**src/fbrf_pkg.sv**
```systemverilog
`timescale 1ns / 1ps
// ----------------------------------------------------------------------------
// fbrf_pkg
// shared types and codes for the frame store fill engine
// ----------------------------------------------------------------------------
package fbrf_pkg;

    localparam int COORD_W = 8;
    localparam int PIXEL_W = 24;
    localparam int COUNT_W = 15;
    localparam int MODE_W  = 2;
    localparam int CFG_IDX_W = 2;

    localparam logic [COUNT_W-1:0] COUNT_MAX = '1;

    // item modes
    localparam logic [MODE_W-1:0] MODE_WRITE = 2'd0;
    localparam logic [MODE_W-1:0] MODE_FILL  = 2'd1;
    localparam logic [MODE_W-1:0] MODE_READ  = 2'd2;

    // configuration register indexes
    localparam logic [CFG_IDX_W-1:0] CFG_WIDTH  = 2'd0;
    localparam logic [CFG_IDX_W-1:0] CFG_HEIGHT = 2'd1;
    localparam logic [CFG_IDX_W-1:0] CFG_FORMAT = 2'd2;

    typedef enum logic [2:0] {
        ST_CLEAR,
        ST_IDLE,
        ST_EXEC,
        ST_FILL,
        ST_DONE
    } t_state;

    typedef struct packed {
        logic in_ready;
        logic clr_step;
        logic wr_pixel;
        logic rd_pixel;
        logic fill_step;
        logic load_out;
    } t_dp_cmd;

    typedef struct packed {
        logic              clear_last;
        logic [MODE_W-1:0] mode;
        logic              in_frame;
        logic              rect_empty;
        logic              fill_last;
        logic              out_free;
    } t_dp_status;

endpackage

```
**src/fbrf_ctrl.sv**
```systemverilog
`timescale 1ns / 1ps
// ----------------------------------------------------------------------------
// fbrf_ctrl
// sequencer for clearing pass, item dispatch, fill walk and result hand-off
// ----------------------------------------------------------------------------
module fbrf_ctrl (
    input  logic                 i_clk,
    input  logic                 i_rst_n,
    input  logic                 i_in_valid,
    input  fbrf_pkg::t_dp_status i_status,
    output fbrf_pkg::t_dp_cmd    o_cmd
);
    import fbrf_pkg::*;

    t_state r_state;
    t_state n_state;

    always_ff @(posedge i_clk) begin
        if (!i_rst_n) begin
            r_state <= ST_CLEAR;
        end else begin
            r_state <= n_state;
        end
    end

    always_comb begin
        n_state = r_state;
        unique case (r_state)
            ST_CLEAR: begin
                if (i_status.clear_last) n_state = ST_IDLE;
            end
            ST_IDLE: begin
                if (i_in_valid) n_state = ST_EXEC;
            end
            ST_EXEC: begin
                if (i_status.mode == MODE_FILL && !i_status.rect_empty) begin
                    n_state = ST_FILL;
                end else begin
                    n_state = ST_DONE;
                end
            end
            ST_FILL: begin
                if (i_status.fill_last) n_state = ST_DONE;
            end
            ST_DONE: begin
                if (i_status.out_free) n_state = ST_IDLE;
            end
            default: n_state = ST_CLEAR;
        endcase
    end

    always_comb begin
        o_cmd = '0;
        unique case (r_state)
            ST_CLEAR: o_cmd.clr_step = 1'b1;
            ST_IDLE:  o_cmd.in_ready = 1'b1;
            ST_EXEC: begin
                o_cmd.wr_pixel = (i_status.mode == MODE_WRITE) && i_status.in_frame;
                o_cmd.rd_pixel = (i_status.mode == MODE_READ) && i_status.in_frame;
            end
            ST_FILL:  o_cmd.fill_step = 1'b1;
            ST_DONE:  o_cmd.load_out = i_status.out_free;
            default:  o_cmd = '0;
        endcase
    end

    a_reset_clears: assert property (@(posedge i_clk)
        !i_rst_n |=> r_state == ST_CLEAR)
        else $error("reset did not start clearing pass");

    a_load_free: assert property (@(posedge i_clk) disable iff (!i_rst_n)
        o_cmd.load_out |-> i_status.out_free)
        else $error("result loaded over an untaken word");

    a_fill_nonempty: assert property (@(posedge i_clk) disable iff (!i_rst_n)
        o_cmd.fill_step |-> !i_status.rect_empty)
        else $error("fill step on empty rectangle");

endmodule

```
**config.mk**
```make
export PLATFORM = sky130hd
export DESIGN_NAME = fbrf_ctrl
export DESIGN_NICKNAME = d
export VERILOG_FILES = /design/src/fbrf_pkg.sv /design/src/fbrf_ctrl.sv
export SDC_FILE = /design/constraint.sdc
export NUM_CORES = 1
export LEC_CHECK = 0
export BUFFER_PORTS_ARGS = -buffer_cell sky130_fd_sc_hd__buf_4
export CAP_MARGIN = 25
export CELL_PAD_IN_SITES_DETAIL_PLACEMENT = 1
export CELL_PAD_IN_SITES_GLOBAL_PLACEMENT = 1
export CORE_AREA = 3 3 40 42
export CTS_CLUSTER_DIAMETER = 100
export DETAILED_ROUTE_END_ITERATION = 10
export DIE_AREA = 0 0 43 45
export PLACE_DENSITY = 0.54
export SLEW_MARGIN = 30
export SYNTH_ARGS = -nofsm -noshare
export SYNTH_HDL_FRONTEND = slang
export SYNTH_SLANG_ARGS = --single-unit
```
**constraint.sdc**
```tcl
create_clock -name i_clk -period 2.35 [get_ports i_clk]
set_input_delay 0.47 -clock i_clk [delete_from_list [all_inputs] [get_ports i_clk]]
set_output_delay 0.47 -clock i_clk [all_outputs]
set_load 0.02 [all_outputs]
```
; ---- Word level (Yosys, flattened, before mapping)
; Cells that the tools add are included.
[word_totals]
ff_bits = 3
in_bits = 10
output_inout_bits = 6
[op_classes]
eq_ne = 10
muxes = 11
reduce_logical = 7
[ops]
columns = operator, count
row1 = $mux 3, 5
row2 = $pmux 3 s5, 1
row3 = $ne 2x2->1 const B, 4
row4 = $eq 3x2->1 const B, 2
row5 = $mux 1, 4
row6 = $reduce_and 4->1, 1
row7 = $eq 3x1->1 const B, 1
row8 = $eq 3x3->1 const B, 1
row9 = $logic_and 1x1->1, 3
row10 = $logic_not 3->1, 1
row11 = $eq 2x1->1 const B, 1
row12 = $eq 2x2->1 const B, 1
row13 = $logic_not 2->1, 1
row14 = $mux 2, 1
row15 = $logic_not 1->1, 1

; ---- Depth between registers and ports, before layout
; Gate-level depths: netlist of the first run.
[logic_depth]
word_depth = 4
ltp_mapped = 5
mapped_depth_nobuf = 4

; ---- Worst setup path before layout of the first run
; OpenSTA, ideal clock, no wires.
[synth_timing]
path_kind = register to output
startpoint = reg r_state[1]
endpoint = out o_cmd[2] in the netlist's numbering
arrival_ps = 1238
required_time_ps = 1880
slack_ps = 642
path_stages_with_launch = 4
cell_sequence = dfxtp_1 > clkbuf_1 > nand4b_1 > nor3b_1
[synth_rtl]
columns = item, line_no
row1 = "start, declared", fbrf_ctrl.sv:15  ; t_state r_state;
row2 = "start signal, assigned", fbrf_ctrl.sv:22  ; r_state <= n_state;
row3 = "end, declared", fbrf_ctrl.sv:11  ; output fbrf_pkg::t_dp_cmd o_cmd

==> results of run 1 <==
-- worst max-delay path, stage by stage (launching register included) --
cell and delay [ps]:
dfxtp_1 510, nand4b_1 160, nor3b_1 240, buf_4 180
-- per-stage QoR --
stage	util, %	hold WS, ps	instance area [um^2]	std cells	power, mW
floorplan	-	509.7	259.0	31	0.1677
global placement	29.70	629.8	381.6	59	0.2199
detailed placement	29.70	642.2	381.6	59	0.2219
CTS	31.74	431.5	407.9	63	0.3201
global route	31.74	434.5	407.9	63	0.3405
finish	31.74	443.5	407.9	63	0.3107
-- kinds of logic (layout without fill, tap and decap cells) --
| kind of cell | count (synthesis) | in the layout | share of synthesized area [%] |
|---|---|---|---|
| AND/OR/NAND/NOR | 15 | 15 | 43.96 |
| AO/OA/AOI/OAI | 8 | 8 | 25.12 |
| buffers and inverters | 5 | 22 | 7.726 |
| flip-flops | 3 | 3 | 23.19 |
-- placed cells by master (no fill, tap or decap), types with 2 or more instances in the layout --
master,n
nor3b_1,2
nor2_1,2
a21oi_1,2
dfxtp_1,3
buf_4,15
inv_1,3
nor3_1,3
nand4b_1,2
clkbuf_4,3
-- Yosys cell counts --
library cell	instances	area share (%)
dfxtp_1	3	23
inv_1	3	4.3
nor3_1	3	5.8
a21oi_1	2	3.9
nand4b_1	2	6.8
nor2_1	2	2.9
nor3b_1	2	5.8
a21o_1	1	2.9
a21oi_2	1	3.4
and3_1	1	2.4
buf_2	1	1.9
clkbuf_1	1	1.4
nand4_1	1	2.4
nor3b_2	1	4.8
nor4bb_1	1	3.9
o211a_1	1	3.9
o21a_1	1	2.9
o41a_2	1	4.8
o41ai_1	1	3.4
or4b_1	1	3.9
or4b_4	1	5.3
-- routing by layer --
metal,GRT usage [%],vias up
met2,15.27,6
met1,13.01,135
li1,-,154
met4,5.422,0
met5,0,-
met3,3.586,0
-- power breakdown --
| part | internal [mW] | switching [mW] |
|---|---|---|
| logic | 0.0653 | 0.0689 |
| registers | 0.0614 | 0.0243 |
| clock network | 0.0637 | 0.0272 |
-- worst min-delay path by stage --
stage / startpoint / to / slack, ps / cells after the start
3_5_place_dp: r_state[1] / r_state[2] / 640 / 2
2_1_floorplan: r_state[1] / r_state[2] / 510 / 2
5_1_grt: i_rst_n / r_state[1] / 430 / 2
4_1_cts: i_rst_n / r_state[1] / 430 / 2
6_report: i_rst_n / r_state[1] / 440 / 2
3_3_place_gp: r_state[1] / r_state[2] / 630 / 2
-- area by class of cell --
cell class                 count  area (um^2)
fill                         158        877.1
multi-input combinational     23        178.9
timing repair buffer          15        112.6
sequential                     3        60.06
clock buffer                   4        26.28
tap                           15        18.77
inverter                       3        11.26
==> metrics list, run 1 <==
- Area of the mapped netlist: 259.0 um^2
- From left edge to right edge, the die measures 43 um.
* Overall die height: 45 um
- Initial antenna violation count: 0
* Final setup violation count: 0
- Arrival time worst endpoint: 1330 ps
- For this block, wires on met1 add up to 364 um.
* DP Worst Slack: 699.2 ps
- Critical R2R Launch: r_state[2]
- Vias post-DR: 295
- Clock tree synthesis inserted a total of 3 buffers.
- CTS sink cnt: 3
- The clock passes through at most 2 buffers.
- The core region is 1285 um^2.
- After the last flow step, the layout net total stands at 59.
- The first global-routing pass estimated 1476 um of wire.
- Using the TritonRoute via totals, the vias-per-cell ratio works out to 4.683.
- Count of unique library cells instantiated by Yosys: 21
- After detailed routing, the number of remaining DRC violations is 0.
- Timing would allow up to 555.8 MHz.
* Crit path max fanout: 11
* Setup repair after global routing missed its margin: no
- Largest regs: r_state x3
- Dividing the detail-routed wire length by the instance count gives 13.06 um.
- Final clock period utilization by the worst path: 76.56%
* Count of nets left with antenna violations after detail routing: 0
- Aggregate negative setup slack: 0 ps
- TritonCTS built the clock tree.
- Counting cells, the worst reg-to-reg path comes to 4.
- Antenna diode count: 0
- Start-to-end type of the worst setup path: reg -> out
- The via count of the first global-routing pass was 321.
* Detail Route met3 WL: 42 um
* Root buffer cell: clkbuf_4
- Global routing finished with a remaining overflow of 0.
- At the pin with the least slew margin, the transition time is 374.6 ps.
- Post-DP HPWL: 647.6 um
- DIE AREA: 1935 um^2
- Summed over all cells, the static leakage comes to 0.1797 nW.
* IO Count: 16
- Time the worst path needs with I/O delays and setup: 1799 ps
- # rows: 13
- The setup check on the worst reg-to-reg path leaves a slack of 750 ps.
* Startpoint type of the worst setup path: flip-flop
- PD cells: 761.8 nW/um^2
- In the final layout, the share of cells above drive strength 1 is 45.83%.
- Weighted congestion at the end of routability-driven global placement: 0.7076
* Global-route usage over all layers: 10.24%
- Max-slew violation count: 0
- Number of max-cap violations: 0
- Net count of the mapped netlist: 41
- For this block, the routed nets add up to 823 um of wire.
- IR analysis of the VDD net gives a maximum drop of 310.3 uV.
* Final WS setup: 550.8 ps
- Entering global routing, the biggest net connects 13 pins.
- The highest layer touched by signal routing is met3.
- First-iteration detailed-routing DRC count: 3
- Detailed routing placed a total of 417 um of wire on met2.
* Flop and latch count out of synthesis: 3
- Once the clock tree was built, the resizer swapped 0 gates to a different size.
- Outcome: completed
* Hold Violations, Final: 0
- Later-pin clock latency in the skew report: 230 ps
- Clk pin slew, worst setup/hold paths: 40 ps
* CTS Hold Bufs: 0
- The count of buffers added on input and output ports is 15.
- Once the floorplan was initialized, standard cells occupied 20.16% of the core.
- Endpoint of the most critical setup path: o_cmd[2]
- In this run the worst hold path is classified as in -> reg.
- Count of synthesis-stage warnings from yosys: 0
* Max H-tree Level: 1
- Post-CTS repair timing setup buffer count: 0
- Slew HR: 74.69%
* Share of synthesized area occupied by flip-flops and latches: 23.19%
- STA classifies the critical path endpoint as an output port.
* Layout Area Growth over Synthesis: 57.49%
* Source of the critical timing path: r_state[1]
* Flip-flop count of the largest register after layout: 3
- Router iterations before antenna repair: 3
- Most flop-heavy register: r_state
* R2R Path End: r_state[1]
* Required time worst endpoint: 1880 ps
- Synth Instances: 31
- Post-synthesis average cell area: 8.355 um^2
* Post-route clock skew: 5.606 ps
Power figures use the tool's default switching activity.
==> run 2: changes to the inputs <==
==> constraint.sdc (replaced) <==
create_clock -name i_clk -period 1.7 [get_ports i_clk]
set_input_delay 0.34 -clock i_clk [delete_from_list [all_inputs] [get_ports i_clk]]
set_output_delay 0.34 -clock i_clk [all_outputs]
set_load 0.02 [all_outputs]
==> metrics list, run 2 (synthesis gave the netlist of run 1 again) <==
* Transition at the pin with the smallest max-transition slack: 351.7 ps (-22.91 ps)
- The via count of the first global-routing pass was 332 (+3.4%).
- Register-to-register setup slack: 180 ps (-570 ps)
- The number of iterations in the first detailed-routing pass is 3 (unchanged).
- Sum of overflow across all layers after global routing: 0 (unchanged)
- r_state holds more flip-flops than any other register.
- The average via count per standard cell came to 4.554 (-2.7%).
- The flow ran to the end, and the final reports show no timing, DRC or antenna violations.
- The net count reported at finish is 61 (+3.4%).
- Required time worst endpoint: 1360 ps (-520 ps)
- The number of filler cells placed in the layout was 165 (+4.4%).
- Input/output buffers: 15 (unchanged)
- The switching component of the power came to 0.1642 mW (+36%).
- Global-route usage over all layers: 9.476% (-0.77 points)
- The most critical setup path has its startpoint at r_state[2].
- First-iteration detailed-routing DRC count: 3 (unchanged)
- The slowest stage of the critical path is the dfxtp_1 cell.
- CP dominant cell by count: buf_4
* Largest net degree at the start of global routing: 12 (-1)
* Maximum buffer depth of the clock tree: 2 (unchanged)
* Antenna diode count: 0 (unchanged)
- Layout Area Growth over Synthesis: 63.29%
- The core outline area came to 1285 um^2 (unchanged).
- Share of post-route cells with drive strength above 1: 48.00% (+2.2 points)
- Post-route clock skew: 0.2039 ps (-5.402 ps)
- The worst setup path is captured at an output port.
- The post-cts hold buffer count came to 0 (unchanged).
* Start-to-end type of the worst setup path: reg -> out
- Vias post-DR: 296 (+0.34%)
* Cell family with the largest share of critical-path delay: simple AND/OR/NAND/NOR gates
* Max-slew violation count: 0 (unchanged)
- CTS buffer count: 3 (unchanged)
- CTS sink cnt: 3 (unchanged)
- Number of max-cap violations: 0 (unchanged)
* Timing-limited maximum frequency: 600.3 MHz
* Layout Cells excl Fill: 65 (+3.2%)
* Time the worst path needs with I/O delays and setup: 1666 ps
* Share of total power in the clock network: 28.4% (-0.8 points)
- The sum of negative setup slack came to 0 ps (unchanged).
- Worst Min Path Start: i_rst_n
* DIE AREA: 1935 um^2 (unchanged)
- The number of antenna violations at the first check in global routing was 0 (unchanged).
* PostCTS Resize Cnt: 0 (unchanged)
* Critical R2R Launch: r_state[1]
* Power Internal: 0.2673 mW (+40%)
* Post-DP HPWL: 668.8 um (+3.3%)
- CTS placed an instance of clkbuf_4 at the clock tree root.
* Arrival time worst endpoint: 1330 ps (about the same)
- The clock transition at the registers of the reported paths is 30 ps (about the same).
- The worst setup path is launched from a flip-flop.
- Post-CTS repair timing setup buffer count: 0 (unchanged)
* Proportion of total power due to net switching: 38.05% (-0.69 points)
* Final setup violation count: 0 (unchanged)
- Number of buffer and inverter stages on the critical path: 2 (+1)
* Starting density of the core: 20.16% (unchanged)
- Hold Violations, Final: 0 (unchanged)
* Slew HR: 76.24% (+1.5 points)
* Part of the power in combinational logic: 45.1% (+1.9 points)
* Final WL: 807 um (-1.9%)
- The largest stage delay on the critical path came to 340 ps (-170 ps).
- The peak ir drop on the vdd network is 442.1 uV (+42%).
* Die width: 43 um (unchanged)
* Later-pin clock latency in the skew report: 230 ps (about the same)
- Overall die height: 45 um (unchanged)
- The final non-filler cell area is 422.9 um^2 (+3.7%).
* Register share of total power: 26.5% (-1.1 points)
- The post-placement cell count is 61 (+3.4%).
- Final routed wire length divided by cell count: 12.42 um (-5.0%)
- The number of cell rows came to 13 (unchanged).
- Clock tree from TritonCTS: built
* Placed instance area: 396.6 um^2 (+3.9%)
- Cell-by-cell trace of the critical path: buf_4 -> nand4b_1 -> nor3b_1 -> buf_4
- Most frequent cells in the layout: 17 x buf_4, 3 x inv_1, 3 x nor3_1, 3 x clkbuf_4, 3 x dfxtp_1
- The leakage power of the design is 0.1905 nW (+6.0%).
* Wire length of the first global-routing pass: 1373 um (-7.0%)
- Commonest non-fill, non-tap cell in the layout: buf_4
* Count of nets left with antenna violations after detail routing: 0 (unchanged)
* Final clock period utilization by the worst path: 97.99%
- The number of flip-flops under the largest register name was 3 (unchanged).
* HP Class: in -> reg
- IO Count: 16 (unchanged)
- The DRC violation count after routing came to 0 (unchanged).
* Crit path max fanout: 6 (-5)
* PD cells: 1020 nW/um^2 (+34%)
* Max H-tree Level: 1 (unchanged)
* Setup repair after global routing missed its margin: yes
- Weighted congestion at the end of routability-driven global placement: 0.6790 (-4.0%)
* Largest regs: r_state x3
run 2: worst paths after layout:
path | end | cells after the start
max | o_cmd[2] | 4
max reg2reg | r_state[1] | 4
min reg2reg | r_state[2] | 2
min | r_state[1] | 2
run 2: through the flow:
step / util [%] / power [mW] / hold WS (ps) / setup slack (ps)
2_1_floorplan: - / 0.2318 / 457.5 / 121.9
3_5_place_dp: 30.87 / 0.3115 / 564.3 / 186.5
4_1_cts: 32.91 / 0.4410 / 320.0 / 20.22
6_report: 32.91 / 0.4316 / 324.6 / 34.25
3_3_place_gp: 30.87 / 0.3098 / 552.4 / 206.2
5_1_grt: 32.91 / 0.4646 / 322.2 / -48.94
run 2: area by class of cell:
type / count / area, um^2 / share of cell area [%]
Sequential cell: 3 / 60.06 / 14.20
Tap cell: 15 / 18.77 / 4.438
Inverter: 3 / 11.26 / 2.663
Multi-Input combinational cell: 23 / 178.9 / 42.31
Clock buffer: 4 / 26.28 / 6.213
Timing Repair Buffer: 17 / 127.6 / 30.18
run 2: power groups by stage:
stage | Clock, mW | Combinational (mW) | Sequential [mW]
2_1_floorplan | 0 | 0.133 | 0.0989
3_3_place_gp | 0 | 0.195 | 0.115
3_5_place_dp | 0 | 0.195 | 0.116
4_1_cts | 0.131 | 0.196 | 0.115
5_1_grt | 0.134 | 0.213 | 0.117
6_report | 0.122 | 0.195 | 0.114
run 2: per-layer routing:
metal	up-vias	wire length, um	GRT usage (%)	share of wire [%]
met5	-	0	0	0
met4	0	19	7.229	2.4
met3	2	39	1.594	4.8
met2	8	359	14.37	44
met1	127	389	11.99	48
li1	159	-	-	-
